$ cat src/fism_pkg.sv
// Shared types and constants for the frame interval statistics monitor.
package fism_pkg;

  localparam logic [1:0] OP_PRESENT = 2'd0;
  localparam logic [1:0] OP_POLL    = 2'd1;
  localparam logic [1:0] OP_DRESET  = 2'd2;
  localparam logic [1:0] OP_UNUSED  = 2'd3;

  localparam logic [0:0] REG_FREQ     = 1'b0;
  localparam logic [0:0] REG_INTERVAL = 1'b1;

  localparam logic [62:0] MAX63 = {63{1'b1}};
  localparam logic [30:0] MAX31 = {31{1'b1}};
  localparam logic [19:0] US_PER_S = 20'd1000000;
  localparam logic [29:0] MHZ_SCALE = 30'd1000000000;

  typedef struct packed {
    logic [1:0]  opcode;
    logic [62:0] counter_tick;
    logic [31:0] ms_now;
    logic        present_failed;
  } in_item_t;

  typedef struct packed {
    logic [30:0] present_count;
    logic [30:0] failure_count;
    logic [30:0] interval_count;
    logic [62:0] interval_mean_us;
    logic [62:0] interval_peak_us;
    logic [29:0] rate_millihertz;
    logic [30:0] latency_samples;
    logic [62:0] latency_avg_us;
    logic [62:0] latency_max_us;
  } out_item_t;

  typedef struct packed {
    logic [0:0]  index;
    logic [31:0] data;
  } cfg_item_t;

  // Datapath commands.
  typedef enum logic [3:0] {
    CMD_NONE,
    CMD_LOAD,      // capture item, apply poll / display reset
    CMD_DIV_FRAME, // start tick-to-us conversion of frame delta
    CMD_ACC_FRAME,
    CMD_DIV_LAT,
    CMD_ACC_LAT,
    CMD_TALLY,     // count presents, test report interval
    CMD_DIV_FAVG,
    CMD_DIV_LAVG,
    CMD_DIV_RATE,
    CMD_EMIT
  } cmd_t;

  typedef struct packed {
    logic is_present;
    logic frame_ok;
    logic lat_ok;
    logic report_due;
    logic div_busy;
  } status_t;

endpackage

$ cat src/fism_ctrl.sv
// Controller: sequences one item through the datapath.
module fism_ctrl (
  input  logic              clk,
  input  logic              rst,
  input  logic              in_valid,
  output logic              in_ready,
  output logic              out_valid,
  input  logic              out_ready,
  input  fism_pkg::status_t status,
  output fism_pkg::cmd_t    cmd
);
  typedef enum logic [4:0] {
    S_IDLE, S_CHECK, S_DIVF, S_WAITF, S_ACCF, S_DIVL, S_WAITL, S_ACCL,
    S_TALLY, S_DECIDE, S_FAVG, S_WFAVG, S_LAVG, S_WLAVG, S_RATE, S_WRATE,
    S_EMIT, S_HOLD
  } state_t;
  state_t state;

  assign in_ready = state == S_IDLE;

  always_comb begin
    cmd = fism_pkg::CMD_NONE;
    unique case (state)
      S_IDLE:  if (in_valid) cmd = fism_pkg::CMD_LOAD;
      S_DIVF:  cmd = fism_pkg::CMD_DIV_FRAME;
      S_ACCF:  cmd = fism_pkg::CMD_ACC_FRAME;
      S_DIVL:  cmd = fism_pkg::CMD_DIV_LAT;
      S_ACCL:  cmd = fism_pkg::CMD_ACC_LAT;
      S_TALLY: cmd = fism_pkg::CMD_TALLY;
      S_FAVG:  cmd = fism_pkg::CMD_DIV_FAVG;
      S_LAVG:  cmd = fism_pkg::CMD_DIV_LAVG;
      S_RATE:  cmd = fism_pkg::CMD_DIV_RATE;
      S_EMIT:  cmd = fism_pkg::CMD_EMIT;
      default: ;
    endcase
  end

  always_ff @(posedge clk) begin
    if (rst) begin
      state <= S_IDLE;
      out_valid <= 1'b0;
    end else begin
      unique case (state)
        S_IDLE:  if (in_valid) state <= S_CHECK;
        S_CHECK: begin
          if (!status.is_present) state <= S_IDLE;
          else if (status.frame_ok) state <= S_DIVF;
          else if (status.lat_ok) state <= S_DIVL;
          else state <= S_TALLY;
        end
        S_DIVF:  state <= S_WAITF;
        S_WAITF: if (!status.div_busy) state <= S_ACCF;
        S_ACCF:  state <= status.lat_ok ? S_DIVL : S_TALLY;
        S_DIVL:  state <= S_WAITL;
        S_WAITL: if (!status.div_busy) state <= S_ACCL;
        S_ACCL:  state <= S_TALLY;
        S_TALLY: state <= S_DECIDE;
        S_DECIDE: state <= status.report_due ? S_FAVG : S_IDLE;
        S_FAVG:  state <= S_WFAVG;
        S_WFAVG: if (!status.div_busy) state <= S_LAVG;
        S_LAVG:  state <= S_WLAVG;
        S_WLAVG: if (!status.div_busy) state <= S_RATE;
        S_RATE:  state <= S_WRATE;
        S_WRATE: if (!status.div_busy) state <= S_EMIT;
        S_EMIT: begin
          state <= S_HOLD;
          out_valid <= 1'b1;
        end
        S_HOLD:  if (out_ready) begin
          state <= S_IDLE;
          out_valid <= 1'b0;
        end
        default: state <= S_IDLE;
      endcase
    end
  end
endmodule

$ cat config.mk
export PLATFORM = sky130hd
export DESIGN_NAME = fism_ctrl
export DESIGN_NICKNAME = d
export VERILOG_FILES = /design/src/fism_pkg.sv /design/src/fism_ctrl.sv
export SDC_FILE = /design/constraint.sdc
export NUM_CORES = 1
export LEC_CHECK = 0
export ABC_AREA = 1
export BUFFER_PORTS_ARGS = -buffer_cell sky130_fd_sc_hd__buf_2
export CAP_MARGIN = 30
export CORE_AREA = 4 4 41 43
export CTS_BUF_LIST = sky130_fd_sc_hd__clkbuf_4 sky130_fd_sc_hd__clkbuf_8 sky130_fd_sc_hd__clkbuf_16
export DETAILED_ROUTE_END_ITERATION = 8
export DIE_AREA = 0 0 45 47
export PLACE_DENSITY = 0.75
export SETUP_SLACK_MARGIN = 0.1
export SLEW_MARGIN = 20
export SYNTH_ARGS = -nofsm -noshare
export SYNTH_HDL_FRONTEND = slang
export SYNTH_SLANG_ARGS = --single-unit
$ cat constraint.sdc
create_clock -name clk -period 2.8 [get_ports clk]
set_clock_uncertainty 0.1 [all_clocks]
set_input_delay 0.56 -clock clk [delete_from_list [all_inputs] [get_ports clk]]
set_output_delay 0.56 -clock clk [all_outputs]
set_load 0.005 [all_outputs]
# Word-level counts from Yosys, hierarchy flattened
# Index checks and enable logic that the tools add are counted.
op_classes:
  eq_ne: 24
  n_mux: 16
  n_reduce_logical: 4
op_table:
  columns: ["cell", "count"]
  rows:
  - ["5-bit case mux with 18 select lines", 1]
  - ["5-bit by 4-bit equality test with 1-bit output, second input constant", 8]
  - ["4-bit case mux with 10 select lines", 1]
  - ["5-bit two-way mux", 7]
  - ["5-bit by 3-bit equality test with 1-bit output, second input constant", 4]
  - ["4-bit two-way mux", 4]
  - ["2-bit != test, second input constant", 7]
  - ["5-bit by 2-bit equality test with 1-bit output, second input constant", 2]
  - ["5-bit equality test, second input constant", 2]
  - ["7-bit AND reduction", 1]
  - ["5-bit by 1-bit equality test with 1-bit output, second input constant", 1]
  - ["5-bit logical NOT", 1]
  - ["1-bit two-way mux", 2]
  - ["1-bit case mux with 2 select lines", 1]
  - ["2-bit AND reduction", 1]
  - ["2-bit nonzero test", 1]
totals:
  out_inout_bits: 6
  elab_cells: 46
  ff_bits: 6
  in_bits: 9

# Depth between registers and ports, before layout
depth:
  ltp_word: 4
  depth_mapped: 10
  mapped_depth_nobuf: 10

# Worst setup path after synthesis
# OpenSTA, ideal clock, no wires.
synth_path:
  path_kind: "register to output"
  start: "register state[2]"
  end: "output port cmd[1]"
  required_ps: 2140
  slack_ps: 1119
  n_path_buf: 0
  path_stages_with_launch: 7
  arrival_time_ps: 1021
  cell_sequence: "dfxtp_1 -> inv_1 -> nor2_1 -> nand3_1 -> inv_1 -> a21oi_1 -> nand4_1"
synth_via:
  elab_chain_len: 2
  elab_cells_between_ends: 11
  cone_classes: "9 x eq/ne; 1 x mux; 1 x reduce/logical"
synth_lines:
  columns: ["element", "line_no", "source"]
  rows:
  - ["from (decl)", "fism_ctrl.sv:17", "state_t state;"]
  - ["from (signal assigned)", "fism_ctrl.sv:53", "S_ACCF: state <= status.lat_ok ? S_DIVL : S_TALLY;"]
  - ["from (signal assigned)", "fism_ctrl.sv:58", "S_DECIDE: state <= status.report_due ? S_FAVG : S_IDLE;"]
  - ["5-bit equality test (tied with other cells)", "fism_ctrl.sv:23", "unique case (state)"]
  - ["4-bit case mux with 10 select lines *", "fism_ctrl.sv:23", null]
  - ["to (decl)", "fism_ctrl.sv:10", "output fism_pkg::cmd_t cmd"]
# Every way passes the cells marked *; elsewhere a longest branch is shown, timed or not.

# Worst setup path in the final report
# Same ends and word-level chain as after synthesis.

==> results.txt <==
status -> complete, no violations
clk_lat worst skew -> 0.25 ns
WS Path Type -> flip-flop to primary output
first-pass GRT wire length -> 3.00 mm
Final TNS setup -> 0 ns
IO buf count -> 14
Psw -> 0.000136 W
family with the most delay on the worst path -> simple AND/OR/NAND/NOR gates
H-tree Lvls -> 1
Final ANT Viol Nets -> 0
fin. max-slew vios -> 0
DIE WIDTH -> 45 um
DP Area -> 743 um^2
Adder-Cell Fraction of Synth Area -> 0%
Worst Path Arrival -> 1.64 ns
Syn Area/Cell -> 5.50 um^2
nets@finish -> 148
Synth Area in Compound Gates -> 8.65%
combinational power share -> 43.9%
drt first pass iters -> 4
Post-CTS Setup Repair Bufs -> 0
Startpoint Class -> flip-flop
#FFs+latches synth -> 6
critical path fanouts, max -> 5
share of layout cells above drive strength 1 -> 23.4%
slew margin rel. -> 72.5%
fin area -> 766 um^2
post-synth top area cell -> dfxtp_1
Slowest-stage cell, CP -> dfxtp_1
Die Y-Extent -> 47 um
initial antenna violation count -> 0
Hold Path Class -> flip-flop to flip-flop
# rows -> 13
Finished Layout Cells -> 152
leading post-synthesis cells by cell area -> dfxtp_1 (18%), nand2_1 (17%), nand3_1 (17%)
via count -> 860
P_int -> 0.000193 W
Buf/Inv on CP -> 3
part of the power in registers -> 31.9%
P_leak -> 0.427 nW
multiplexer area fraction after synthesis -> 0%
power share of the clock group -> 24.2%
CP peak stage delay -> 0.41 ns
DRC -> 0
Most common cell on crit path -> inv_1
synthesized area -> 666 um^2
placed cells -> 149
n_diodes -> 0
XOR/XNOR Fraction of Synth Area -> 0%
GRT overflow -> 0
final wirelength -> 1.72 mm
critical path, cell by cell -> inv_1, nor2_1, nand3_1, inv_1, a21oi_1, nand4_1, buf_2
WP depth -> 7
Num CTS Buffers -> 3
hold path cells -> 2
simple-gate share of the synthesized area -> 62.6%
Post-Syn Nets -> 130
Worst-path clk slew -> 0.04 ns
number of clock sinks -> 6
Clock Path Buffers -> 2
Max Clk Rate -> 435 MHz
post-synthesis instance total -> 121
area grow syn2layout -> 15.0%
Total GRT Usage -> 18.7%
largest net degree at the start of global routing -> 11
Final Cycle Share -> 82.0%
main combinational cell family by area after synthesis -> simple AND/OR/NAND/NOR gates
Die Footprint -> 0.00212 mm^2
DP HPWL -> 1.40 mm
core area -> 0.00130 mm^2
Sw Share -> 41.4%
Syn. warnings -> 0
Starting Density -> 51.2%
Final Hold Viols -> 0
worst slew pin tran -> 0.411 ns
vias per cell -> 5.66
CTS tree -> done
Max VDD drop -> 0.376 mV
min Tclk post-route -> 2.30 ns
cells on worst reg2reg path -> 8
MaxCap Viol Count -> 0
IO Count -> 15
vias in the first global route -> 723
Root Driver -> clkbuf_4
Worst Path Required -> 2.14 ns
post-CTS sizing -> 0
routed length per instance -> 11.3 um
RSZ-0062 raised after global routing -> false
Setup violations, final -> 0
Routability Congestion -> 0.945
post-synthesis sequential area ratio -> 18.0%
Unique masters post-synth -> 18
Pwr Density -> 429 mW/mm^2
Synth top area share -> 18.0%
Hold-fix buffers, CTS -> 0
DRT iter0 DRCs -> 56
Crit. End Element -> primary output
worst paths after layout:
kind         slack (ns)      start   endpoint
min                0.40  out_valid  out_valid
min reg2reg        0.40  out_valid  out_valid
max                0.50   state[2]     cmd[1]
max reg2reg        1.11   state[2]   state[2]
power groups by stage:
stage / Clock (W) / Combinational (W) / Sequential [W]
3_5_place_dp: 0 / 0.000142 / 0.000107
4_1_cts: 0.0000809 / 0.000143 / 0.000105
3_3_place_gp: 0 / 0.000143 / 0.000106
2_1_floorplan: 0 / 0.000106 / 0.000102
6_report: 0.0000794 / 0.000144 / 0.000105
5_1_grt: 0.0000866 / 0.000161 / 0.000106
placed cells by master (no fill, tap or decap):
master,instances
a21oi_1,8
buf_2,14
clkbuf_4,3
dfxtp_1,6
inv_1,12
inv_2,4
nand2_1,31
nand2_2,3
nand2_4,1
nand3_1,22
nand3_2,2
nand4_1,4
nor2_1,17
nor2_2,3
nor2_4,2
nor3_1,2
o211ai_1,1
o21ai_0,1
o21ai_1,1
worst min-delay path, cell delays in order, from the launching register on:
cell	delay (ns)
dfxtp_1	0.31
o211ai_1	0.08
a21oi_1	0.06
synthesized netlist by cell type (all sizes together):
cell / number
a21oi: 8
buf: 1
dfxtp: 6
inv: 16
nand2: 35
nand3: 24
nand4: 4
nor2: 22
nor3: 2
o211ai: 1
o21ai: 2
registers in the layout, indices dropped and copies added (netlist names):
signal and flops:
state 5, out_valid 1
metal layers:
| layer | share of wire (%) | global-route usage [%] | vias to the layer above |
|---|---|---|---|
| li1 | - | - | 429 |
| met1 | 43 | 25.8 | 375 |
| met2 | 46 | 31.4 | 56 |
| met3 | 12 | 4.60 | 0 |
| met4 | 0 | 0 | 0 |
| met5 | 0 | 0 | - |
final cells by class:
type,count,area [um^2]
multi-input cells,98,474
inverters,16,60.1
repair buffers,14,70.1
flip-flops and latches,6,120
fillers,147,536
clock buffers,3,22.5
well taps,15,18.8
per-stage QoR:
stage	hold WS [ns]	total power [W]	setup WS, ns	utilization, %
3_5_place_dp	0.396	0.000248	0.815	57.1
4_1_cts	0.408	0.000328	0.555	58.8
3_3_place_gp	0.394	0.000249	0.796	57.1
2_1_floorplan	0.386	0.000208	1.12	-
5_1_grt	0.446	0.000353	0.431	58.8
6_report	0.404	0.000329	0.503	58.8
cells by family (layout without fill, tap and decap cells):
| kind of cell | Yosys count | count (layout) |
|---|---|---|
| and+or+nand+nor | 87 | 87 |
| DFF | 6 | 6 |
| buffers and inverters | 17 | 33 |
| AOI/OAI and AO/OA | 11 | 11 |
No activity file was read; power rests on OpenSTA's default activity.
