## src/fism_pkg.sv

```systemverilog
// Shared types and constants for the frame interval statistics monitor.
package fism_pkg;

  localparam logic [1:0] OP_PRESENT = 2'd0;
  localparam logic [1:0] OP_POLL    = 2'd1;
  localparam logic [1:0] OP_DRESET  = 2'd2;
  localparam logic [1:0] OP_UNUSED  = 2'd3;

  localparam logic [0:0] REG_FREQ     = 1'b0;
  localparam logic [0:0] REG_INTERVAL = 1'b1;

  localparam logic [62:0] MAX63 = {63{1'b1}};
  localparam logic [30:0] MAX31 = {31{1'b1}};
  localparam logic [19:0] US_PER_S = 20'd1000000;
  localparam logic [29:0] MHZ_SCALE = 30'd1000000000;

  typedef struct packed {
    logic [1:0]  opcode;
    logic [62:0] counter_tick;
    logic [31:0] ms_now;
    logic        present_failed;
  } in_item_t;

  typedef struct packed {
    logic [30:0] present_count;
    logic [30:0] failure_count;
    logic [30:0] interval_count;
    logic [62:0] interval_mean_us;
    logic [62:0] interval_peak_us;
    logic [29:0] rate_millihertz;
    logic [30:0] latency_samples;
    logic [62:0] latency_avg_us;
    logic [62:0] latency_max_us;
  } out_item_t;

  typedef struct packed {
    logic [0:0]  index;
    logic [31:0] data;
  } cfg_item_t;

  // Datapath commands.
  typedef enum logic [3:0] {
    CMD_NONE,
    CMD_LOAD,      // capture item, apply poll / display reset
    CMD_DIV_FRAME, // start tick-to-us conversion of frame delta
    CMD_ACC_FRAME,
    CMD_DIV_LAT,
    CMD_ACC_LAT,
    CMD_TALLY,     // count presents, test report interval
    CMD_DIV_FAVG,
    CMD_DIV_LAVG,
    CMD_DIV_RATE,
    CMD_EMIT
  } cmd_t;

  typedef struct packed {
    logic is_present;
    logic frame_ok;
    logic lat_ok;
    logic report_due;
    logic div_busy;
  } status_t;

endpackage

```

## src/fism_div.sv

```systemverilog
// Restoring 64-bit divider, one quotient bit per cycle.
module fism_div (
  input  logic        clk,
  input  logic        rst,
  input  logic        start,
  input  logic [63:0] dividend,
  input  logic [63:0] divisor,
  output logic        busy,
  output logic [63:0] quotient,
  output logic [63:0] remainder
);
  logic [6:0]  count;
  logic [63:0] dvs;
  logic [64:0] trial;

  assign trial = {remainder, quotient[63]} - {1'b0, dvs};

  always_ff @(posedge clk) begin
    if (rst) begin
      busy <= 1'b0;
      count <= '0;
    end else if (start) begin
      busy <= 1'b1;
      count <= 7'd64;
      quotient <= dividend;
      remainder <= '0;
      dvs <= divisor;
    end else if (busy) begin
      if (trial[64]) begin
        remainder <= {remainder[62:0], quotient[63]};
        quotient <= {quotient[62:0], 1'b0};
      end else begin
        remainder <= trial[63:0];
        quotient <= {quotient[62:0], 1'b1};
      end
      count <= count - 7'd1;
      if (count == 7'd1) busy <= 1'b0;
    end
  end
endmodule

```

## src/fism_dp.sv

```systemverilog
// Datapath: event state, accumulators, shared divider and result register.
module fism_dp (
  input  logic               clk,
  input  logic               rst,
  input  fism_pkg::cmd_t     cmd,
  input  fism_pkg::in_item_t in_item,
  input  fism_pkg::cfg_item_t cfg,
  input  logic               cfg_we,
  output fism_pkg::status_t  status,
  output fism_pkg::out_item_t result
);
  logic [31:0] freq, interval;
  logic [62:0] prev_tick, poll_tick, rep_poll_tick;
  logic [62:0] frame_sum, frame_peak, lat_sum, lat_peak;
  logic [30:0] frame_tally, present_tally, failure_tally, lat_tally;
  logic [31:0] last_ms;
  fism_pkg::in_item_t item;
  logic [62:0] delta, us;
  logic [62:0] lat_delta;
  logic        frame_ok, lat_ok, due;
  logic [62:0] favg;

  logic        div_start, div_busy;
  logic [63:0] div_a, div_b, div_q, div_r;

  // us conversion stages: divider gives whole and remainder; frac via second pass
  logic        conv_phase;
  logic [62:0] whole;
  logic [83:0] frac_num;
  logic [83:0] whole_us;
  logic [63:0] sum_us;

  fism_div u_div (
    .clk(clk), .rst(rst), .start(div_start), .dividend(div_a), .divisor(div_b),
    .busy(div_busy), .quotient(div_q), .remainder(div_r)
  );

  assign lat_delta = item.counter_tick - poll_tick;
  assign frac_num = 84'(div_r[31:0]) * 84'(fism_pkg::US_PER_S);
  assign whole_us = {21'd0, whole} * 84'(fism_pkg::US_PER_S);
  assign sum_us = whole_us[63:0] + {44'd0, div_q[19:0]};

  always_comb begin
    us = sum_us[63] || (whole_us[83:63] != '0) ? fism_pkg::MAX63 : sum_us[62:0];
    if (freq == '0 || delta == '0) us = '0;
  end

  function automatic logic [62:0] sat_add(logic [62:0] a, logic [62:0] b);
    logic [63:0] s;
    s = {1'b0, a} + {1'b0, b};
    return s[63] ? fism_pkg::MAX63 : s[62:0];
  endfunction

  function automatic logic [30:0] sat_inc(logic [30:0] v);
    return v == fism_pkg::MAX31 ? v : v + 31'd1;
  endfunction

  assign status.is_present = item.opcode == fism_pkg::OP_PRESENT;
  assign status.frame_ok = frame_ok;
  assign status.lat_ok = lat_ok;
  assign status.report_due = due;
  assign status.div_busy = div_busy || div_start;

  always_comb begin
    div_start = 1'b0;
    div_a = {1'b0, delta};
    div_b = {32'd0, freq};
    unique case (cmd)
      fism_pkg::CMD_DIV_FRAME: div_start = freq != '0;
      fism_pkg::CMD_DIV_LAT: begin
        div_start = freq != '0;
        div_a = {1'b0, lat_delta};
      end
      fism_pkg::CMD_DIV_FAVG: begin
        div_start = frame_tally != '0;
        div_a = {1'b0, frame_sum};
        div_b = {33'd0, frame_tally};
      end
      fism_pkg::CMD_DIV_LAVG: begin
        div_start = lat_tally != '0;
        div_a = {1'b0, lat_sum};
        div_b = {33'd0, lat_tally};
      end
      fism_pkg::CMD_DIV_RATE: begin
        div_start = favg != '0;
        div_a = {34'd0, fism_pkg::MHZ_SCALE};
        div_b = {1'b0, favg};
      end
      default: ;
    endcase
    if (conv_phase && !div_busy) begin
      div_start = 1'b1;
      div_a = frac_num[63:0];
      div_b = {32'd0, freq};
    end
  end

  always_ff @(posedge clk) begin
    if (rst) begin
      freq <= 32'd10000000;
      interval <= 32'd5000;
      prev_tick <= '0; poll_tick <= '0; rep_poll_tick <= '0; last_ms <= '0;
      frame_sum <= '0; frame_peak <= '0; lat_sum <= '0; lat_peak <= '0;
      frame_tally <= '0; present_tally <= '0; failure_tally <= '0; lat_tally <= '0;
      conv_phase <= 1'b0;
      frame_ok <= 1'b0; lat_ok <= 1'b0; due <= 1'b0;
    end else begin
      if (cfg_we) begin
        if (cfg.index == fism_pkg::REG_FREQ) freq <= cfg.data;
        else interval <= cfg.data;
      end
      if (conv_phase && !div_busy) conv_phase <= 1'b0;
      unique case (cmd)
        fism_pkg::CMD_LOAD: begin
          item <= in_item;
          frame_ok <= prev_tick != '0;
          lat_ok <= poll_tick != '0 && poll_tick != rep_poll_tick
                    && in_item.counter_tick >= poll_tick;
          if (in_item.opcode == fism_pkg::OP_POLL) poll_tick <= in_item.counter_tick;
          if (in_item.opcode == fism_pkg::OP_DRESET) prev_tick <= '0;
          if (in_item.opcode == fism_pkg::OP_PRESENT) begin
            prev_tick <= in_item.counter_tick;
            delta <= in_item.counter_tick > prev_tick ?
                     in_item.counter_tick - prev_tick : '0;
          end
        end
        fism_pkg::CMD_DIV_FRAME: begin
          if (freq != '0) conv_phase <= 1'b1;
        end
        fism_pkg::CMD_DIV_LAT: begin
          if (freq != '0) conv_phase <= 1'b1;
          delta <= lat_delta;
        end
        fism_pkg::CMD_ACC_FRAME: begin
          frame_sum <= sat_add(frame_sum, us);
          if (us > frame_peak) frame_peak <= us;
          frame_tally <= sat_inc(frame_tally);
        end
        fism_pkg::CMD_ACC_LAT: begin
          rep_poll_tick <= poll_tick;
          lat_sum <= sat_add(lat_sum, us);
          if (us > lat_peak) lat_peak <= us;
          lat_tally <= sat_inc(lat_tally);
        end
        fism_pkg::CMD_TALLY: begin
          present_tally <= sat_inc(present_tally);
          if (item.present_failed) failure_tally <= sat_inc(failure_tally);
          due <= (item.ms_now - last_ms) >= interval;
        end
        fism_pkg::CMD_EMIT: begin
          last_ms <= item.ms_now;
          frame_sum <= '0; frame_peak <= '0; lat_sum <= '0; lat_peak <= '0;
          frame_tally <= '0; present_tally <= '0; failure_tally <= '0;
          lat_tally <= '0;
        end
        default: ;
      endcase
    end
  end

  // Latch whole part after first conversion pass.
  always_ff @(posedge clk) begin
    if (cmd == fism_pkg::CMD_DIV_FRAME || cmd == fism_pkg::CMD_DIV_LAT) whole <= '0;
    if (conv_phase && !div_busy) whole <= div_q[62:0];
  end

  // Results captured as the divider finishes each average stage.
  always_ff @(posedge clk) begin
    if (cmd == fism_pkg::CMD_DIV_LAVG) begin
      favg <= frame_tally != '0 ? div_q[62:0] : '0;
      result.interval_mean_us <= frame_tally != '0 ? div_q[62:0] : '0;
      result.present_count <= present_tally;
      result.failure_count <= failure_tally;
      result.interval_count <= frame_tally;
      result.interval_peak_us <= frame_peak;
      result.latency_samples <= lat_tally;
      result.latency_max_us <= lat_peak;
    end
    if (cmd == fism_pkg::CMD_DIV_RATE)
      result.latency_avg_us <= lat_tally != '0 ? div_q[62:0] : '0;
    if (cmd == fism_pkg::CMD_EMIT)
      result.rate_millihertz <= favg != '0 ? div_q[29:0] : '0;
  end
endmodule

```

## config.mk

```make
export PLATFORM = sky130hd
export DESIGN_NAME = fism_dp
export DESIGN_NICKNAME = d
export VERILOG_FILES = /design/src/fism_pkg.sv /design/src/fism_div.sv /design/src/fism_dp.sv
export SDC_FILE = /design/constraint.sdc
export NUM_CORES = 2
export LEC_CHECK = 0
export BUFFER_PORTS_ARGS = -buffer_cell sky130_fd_sc_hd__buf_2
export CAP_MARGIN = 20
export CORE_MARGIN = 3
export CORE_UTILIZATION = 35
export DETAILED_ROUTE_END_ITERATION = 8
export PLACE_DENSITY = 0.58
export SLEW_MARGIN = 25
export SYNTH_ARGS = -nofsm -noshare
export SYNTH_HDL_FRONTEND = slang
export SYNTH_SLANG_ARGS = --single-unit
```

## constraint.sdc

```tcl
create_clock -name clk -period 14.6 [get_ports clk]
set_input_delay 0.73 -clock clk [delete_from_list [all_inputs] [get_ports clk]]
set_output_delay 0.73 -clock clk [all_outputs]
set_load 0.03 [all_outputs]
```

## Word-level counts from Yosys, hierarchy flattened

Index checks and enable logic that the tools add are counted.

| cells by class | value |
|---|---|
| reductions and logical operators | 42 |
| $add $sub $neg | 12 |
| multipliers | 2 |
| div/mod/pow operators | 0 |
| eq/ne operators | 26 |
| bitwise gates (word level) | 2 |
| multiplexer cells | 45 |
| magnitude comparators | 5 |
| shift operators | 0 |

Operator list:

| cell | count |
|---|---|
| $mux 63 | 12 |
| $pmux 63 s2 | 5 |
| $mux 64 | 5 |
| $pmux 63 s4 | 1 |
| $pmux 31 s2 | 4 |
| $gt 63x63->1 | 3 |
| $pmux 63 s3 | 1 |
| $reduce_bool 63->1 | 3 |
| $mux 31 | 5 |
| $add 63x63->64 | 2 |
| $sub 63x63->63 | 2 |
| $add 31x1->31 const B | 4 |
| $eq 31x31->1 const B | 4 |
| $mul 63x14->77 const B | 1 |
| $sub 65x63->65 | 1 |
| $add 64x20->64 | 1 |
| $ge 63x63->1 | 1 |
| $logic_not 63->1 | 1 |
| $ne 63x63->1 | 1 |
| $reduce_bool 31->1 | 2 |
| $mul 32x14->46 const B | 1 |
| $ge 32x32->1 | 1 |
| $logic_not 32->1 | 1 |
| $mux 32 | 1 |
| 24 further kinds | 71 |

| storage, ports and cells | value |
|---|---|
| logic and storage cells | 174 |
| bits in read-only memories | 0 |
| flip-flop bits (word level) | 1494 |
| input bits | 138 |
| bits in latches | 0 |
| memories | 0 |
| output and inout bits | 411 |
| memory bits (writable) | 0 |

## Longest topological paths before layout

| depth | value |
|---|---|
| word-level depth | 8 |
| gate-level depth with buffers | 46 |
| depth with buffers taken out | 41 |

## Hierarchy

Synthesis repeated with hierarchy kept, for this count alone.

| second synthesis, totals | value |
|---|---|
| cells, all modules | 10874 |
| area, all modules | 104164.9 um2 |

By module, submodules not included:

| module | times used | cells each | seq. area each (um2) | area an instance (um2) |
|---|---|---|---|---|
| fism_dp | 1 | 9789 | 32230.9 | 92223.4 |
| fism_div | 1 | 1085 | 5925.7 | 11941.5 |

## Least setup slack after synthesis

No wires, ideal clock.

| timing path | value |
|---|---|
| kind | input to register |
| start point | input cmd[0] |
| end point | register u_div.dvs[29], data pin |
| data arrival time | 12.064 ns |
| slack | 2.335 ns |
| required time | 14.399 ns |
| stages | 7 |
| path buffers | 4 |
| library setup time | 0.201 ns |
| cell sequence | clkbuf_1 nor3_1 clkbuf_1 clkbuf_1 buf_1 a222oi_1 o21ai_0 |

| between the ends | value |
|---|---|
| cells in the longest elaborated chain, start to end | 3 |
| elaborated cells on any way between the ends | 5 |
| classes of those cells | 3 x eq/ne; 2 x mux |

Ends and longest elaborated chain:

| element | line | text |
|---|---|---|
| start: declaration | fism_dp.sv:5 | `input fism_pkg::cmd_t cmd,` |
| $eq 4x4->1 or $eq 4x3->1 (tied branches) | fism_dp.sv:68 | `unique case (cmd)` |
| $pmux 63 s3 * | fism_dp.sv:68 |  |
| $mux 32 * | fism_dp.sv:91 | `if (conv_phase && !div_busy) begin` |
| named net div_b[29] | fism_dp.sv:24 | `logic [63:0] div_a, div_b, div_q, div_r;` |
| end signal: assignment | fism_div.sv:27 | `dvs <= divisor;` |
| end: declaration | fism_div.sv:13 | `logic [63:0] dvs;` |

The timed path passes the listed nets; every way through them passes the cells marked *.
A chain may end at the register's enable or synchronous reset.

## Worst setup path in the final report

| timing path | value |
|---|---|
| start point | register whole[1] |
| end point | register lat_sum[14] |

| between the ends | value |
|---|---|
| cells in the longest elaborated chain, start to end | 8 |
| elaborated cells on any way between the ends | 9 |
| classes of those cells | 2 x add/sub; 1 x mul; 4 x mux; 2 x reduce/logical |

Ends and longest elaborated chain:

| element | line | text |
|---|---|---|
| start: declaration | fism_dp.sv:28 | `logic [62:0] whole;` |
| start signal: assignment | fism_dp.sv:164 | `if (conv_phase && !div_busy) whole <= div_q[62:0];` |
| $mul 63x14->77 * | fism_dp.sv:40 | `assign whole_us = {21'd0, whole} * 84'(fism_pkg::US_PER_S);` |
| $add 64x20->64 or $reduce_bool 21->1 (tied branches) | fism_dp.sv:41, fism_dp.sv:44 |  |
| $logic_or 1x1->1 | fism_dp.sv:44 | `us = sum_us[63] \|\| (whole_us[83:63] != '0) ? fism_pkg::MAX63 : sum_us[62:0];` |
| $mux 63 * | fism_dp.sv:44 |  |
| $mux 63 * | fism_dp.sv:45 | `if (freq == '0 \|\| delta == '0) us = '0;` |
| $add 63x63->64 * | fism_dp.sv:50 | `s = {1'b0, a} + {1'b0, b};` |
| $mux 63 * | fism_dp.sv:51 | `return s[63] ? fism_pkg::MAX63 : s[62:0];` |
| $pmux 63 s2 * | fism_dp.sv:113 | `unique case (cmd)` |
| end signal: assignment | fism_dp.sv:141 | `lat_sum <= sat_add(lat_sum, us);` |
| end: declaration | fism_dp.sv:14 | `logic [62:0] frame_sum, frame_peak, lat_sum, lat_peak;` |

Mark *: on every way between the ends. The rest lies on a longest branch, timed or not.

==> results.toml <==
[critical_path]
ff2ff_path_depth = 40
required_ns = 15.29
path_max_fanout = 57
slowest_stage = "and2_4"
end_kind = "register"
crit_top_cell = "fa_1"
crit_path_max_incr_delay_ns = 0.60
cp.arrival_ns = 13.65
cp-start-kind = "register"
critPathKind = "reg -> reg"

[timing]
whs_ns = 0.07284
tns_ns = 0
finalMaxSlewViolations = 0
rsz0062_at_grt = "no"
setup_violations = 0
period_needed_ns = 12.97
skew_ns = 0.1093
relSlewSlack_pct = 16.29
clock.fmax_mhz = 77.13
hold_viol_final = 0
tightest_slew_ns = 1.251
period_share_pct = 88.80

[clock_network]
cts_buffers = 177
clk_latency_ns = 0.90
htreeDepth = 4
cts_tree = "built"
clk_pin_slew_ns = 0.06
post_cts.repair.setup_buffers = 0
root_buffer = "clkbuf_16"
cts_sinks = 1494
clock_path_buffers = 4

[global_routing]
grt.overflow.total = 0
grt_pass1_vias = 77510
grt_max_degree = 188
grtUsageTotal_pct = 23.14
grt_pass1_wl_um = 525600
antenna_found_initial = 68

[finish]
fillerInstances = 29150
final_cell_mix = "inv_1, ha_1, a21oi_1"
multi_input_area_um2 = 59300
final_layout_size_suffix_gt1_share_pct = 9.830
num-nets-final = 12610
final_common_cell = "inv_1"
seqCellArea_um2 = 38130
synthToLayoutAreaGrowth_pct = 12.77

[place]
port_buffers = 548
hpwl_um = 284400
gp_congestion = 0.9722

[run_status]
status = "finished with violations"
violations = "DRC"

[drt]
wl_per_cell_um = 23.91
viasPerCell = 5.458
routed_wl_um = 361700
drt_first_pass_iters = 9
drtAntennaViolNets = 0
via_count = 82580
dr.first_iter.drc_count = 8351
drc = 4

[power_and_ir_drop]
vdd_drop_max_mv = 0.4451
power_density_nw_per_um2 = 234.6
p_leak_nw = 47.17

[synth]
synth_seq_cells = 1494
synth_top_flop_cell = "edfxtp_1"
synth-edff-count = 821
synthTopCellsByArea = "edfxtp_1, dfxtp_1, ha_1"
synth.distinct_cells = 102
async_flop_share_pct = 0
syn_area_per_cell_um2 = 9.666
syn_nets = 12200
ys_seq_area_share_pct = 37.05
synth_cells = 10650
netlist_area_um2 = 102900
synth_top_area_share_pct = 23.96
yosysWarnings = 0
synth_top_area_cell = "edfxtp_1"

[die]
pin_count = 549
die-area_um2 = 300600
coreArea_um2 = 291800
row_count = 198
die_w_um = 548.2
die_h_um = 548.2
start_util_pct = 35.26

[min_path]
hp-class = "in -> reg"
hold_depth = 1

[run]
maxCapViolations = 0
[cell usage after synthesis (19+ instances only)]
cell type,instances
inv_1,1063
ha_1,987
a21oi_1,985
nand2_1,946
edfxtp_1,821
dfxtp_1,673
nor2_1,530
fa_1,432
clkbuf_1,388
o21ai_0,387
xnor2_1,376
a21o_1,353
xor2_1,265
nor2b_1,222
a211oi_1,193
nand4_1,175
nand3_1,167
a221o_1,143
nor4_1,114
and3_1,109
nor3_1,103
and2_1,95
nand3b_1,86
o21bai_1,81
nand2b_1,80
o21a_1,64
or3_1,63
a21oi_2,62
mux2i_1,61
a31oi_1,51
a222oi_1,46
a221oi_1,43
o211ai_1,42
a311oi_1,32
o22ai_1,26
o31ai_1,25
and4_1,24
buf_6,20
buf_1,19
[critical path: cells and delay by family, from the launching register on]
family                   cells  cell delay [ns]
AND/OR/NAND/NOR             10             2.94
adder cells (fa/ha/maj)      8             3.58
buffers and inverters        5             0.66
flip-flops                   1             0.53
AO/OA/AOI/OAI               17             4.93
[cells by family (layout without fill, tap and decap cells)]
kind of cell / Yosys count / count (layout) / share of synthesized area, %
and+or+nand+nor: 2779 / 2779 / 13.27
xor gates and xnor gates: 641 / 641 / 5.455
AOI/OAI and AO/OA: 2745 / 2745 / 17.56
muxes: 62 / 62 / 0.6043
adders and majority gates: 1419 / 1419 / 20.40
DFF: 1494 / 1494 / 37.05
other: 0 / 29 / 0
buffers and inverters: 1506 / 2060 / 5.663
[flip-flops by register name (all words and copies together), names as in the netlist, 64 cells and up]
register,flops
u_div.quotient,64
item,98
u_div.remainder,64
result,343
[timing repair]
item / CTS / global route
resized for setup: 0 / 0
hold endpoints to repair: 27 / 0
hold buffers: 27 / 0
[metrics by stage]
step	instance area [um2]	total power [mW]	util, %	setup WS (ns)	cells
floorplan	102900	17.13	-	2.335	10650
global placement	109700	22.42	37.59	1.900	14740
detailed placement	109800	22.40	37.62	1.806	14750
CTS	115900	27.09	39.72	1.778	15100
global route	116000	29.16	39.75	0.8386	15120
finish	116100	27.22	39.77	1.635	15130
[worst paths after layout]
kind                                 start     endpoint  slack [ns]
worst min register to register  last_ms[7]   last_ms[7]        0.45
worst min-delay path            in_item[7]      item[7]        0.07
worst max-delay path              whole[1]  lat_sum[14]        1.63
worst max register to register    whole[1]  lat_sum[14]        1.63
[routing by layer]
layer	wire length (um)	global-route usage, %	up-vias	part of all wire [%]
met2	163800	36.53	2845	45
met5	206	0	-	0.057
li1	-	-	38860	-
met1	154900	31.48	40300	43
met4	14460	8.505	30	4.0
met3	28290	4.394	537	7.8
[final cells by class]
cell class	instances	share of cell area [%]
Clock buffer	233	4.231
Multi-Input combinational cell	7646	51.10
Tap cell	3900	4.205
Inverter	1065	3.450
Clock inverter	93	0.8216
Timing Repair Buffer	669	3.274
Antenna cell	29	0.06253
Sequential cell	1494	32.85
[report_power, final]
group	internal (mW)	leakage, nW	total [mW]	switching, mW
Sequential	4.72	13.3	5.05	0.329
Combinational	6.27	31.0	17.6	11.4
Clock	2.60	2.84	4.52	1.92
No activity file was read; power rests on OpenSTA's default activity.
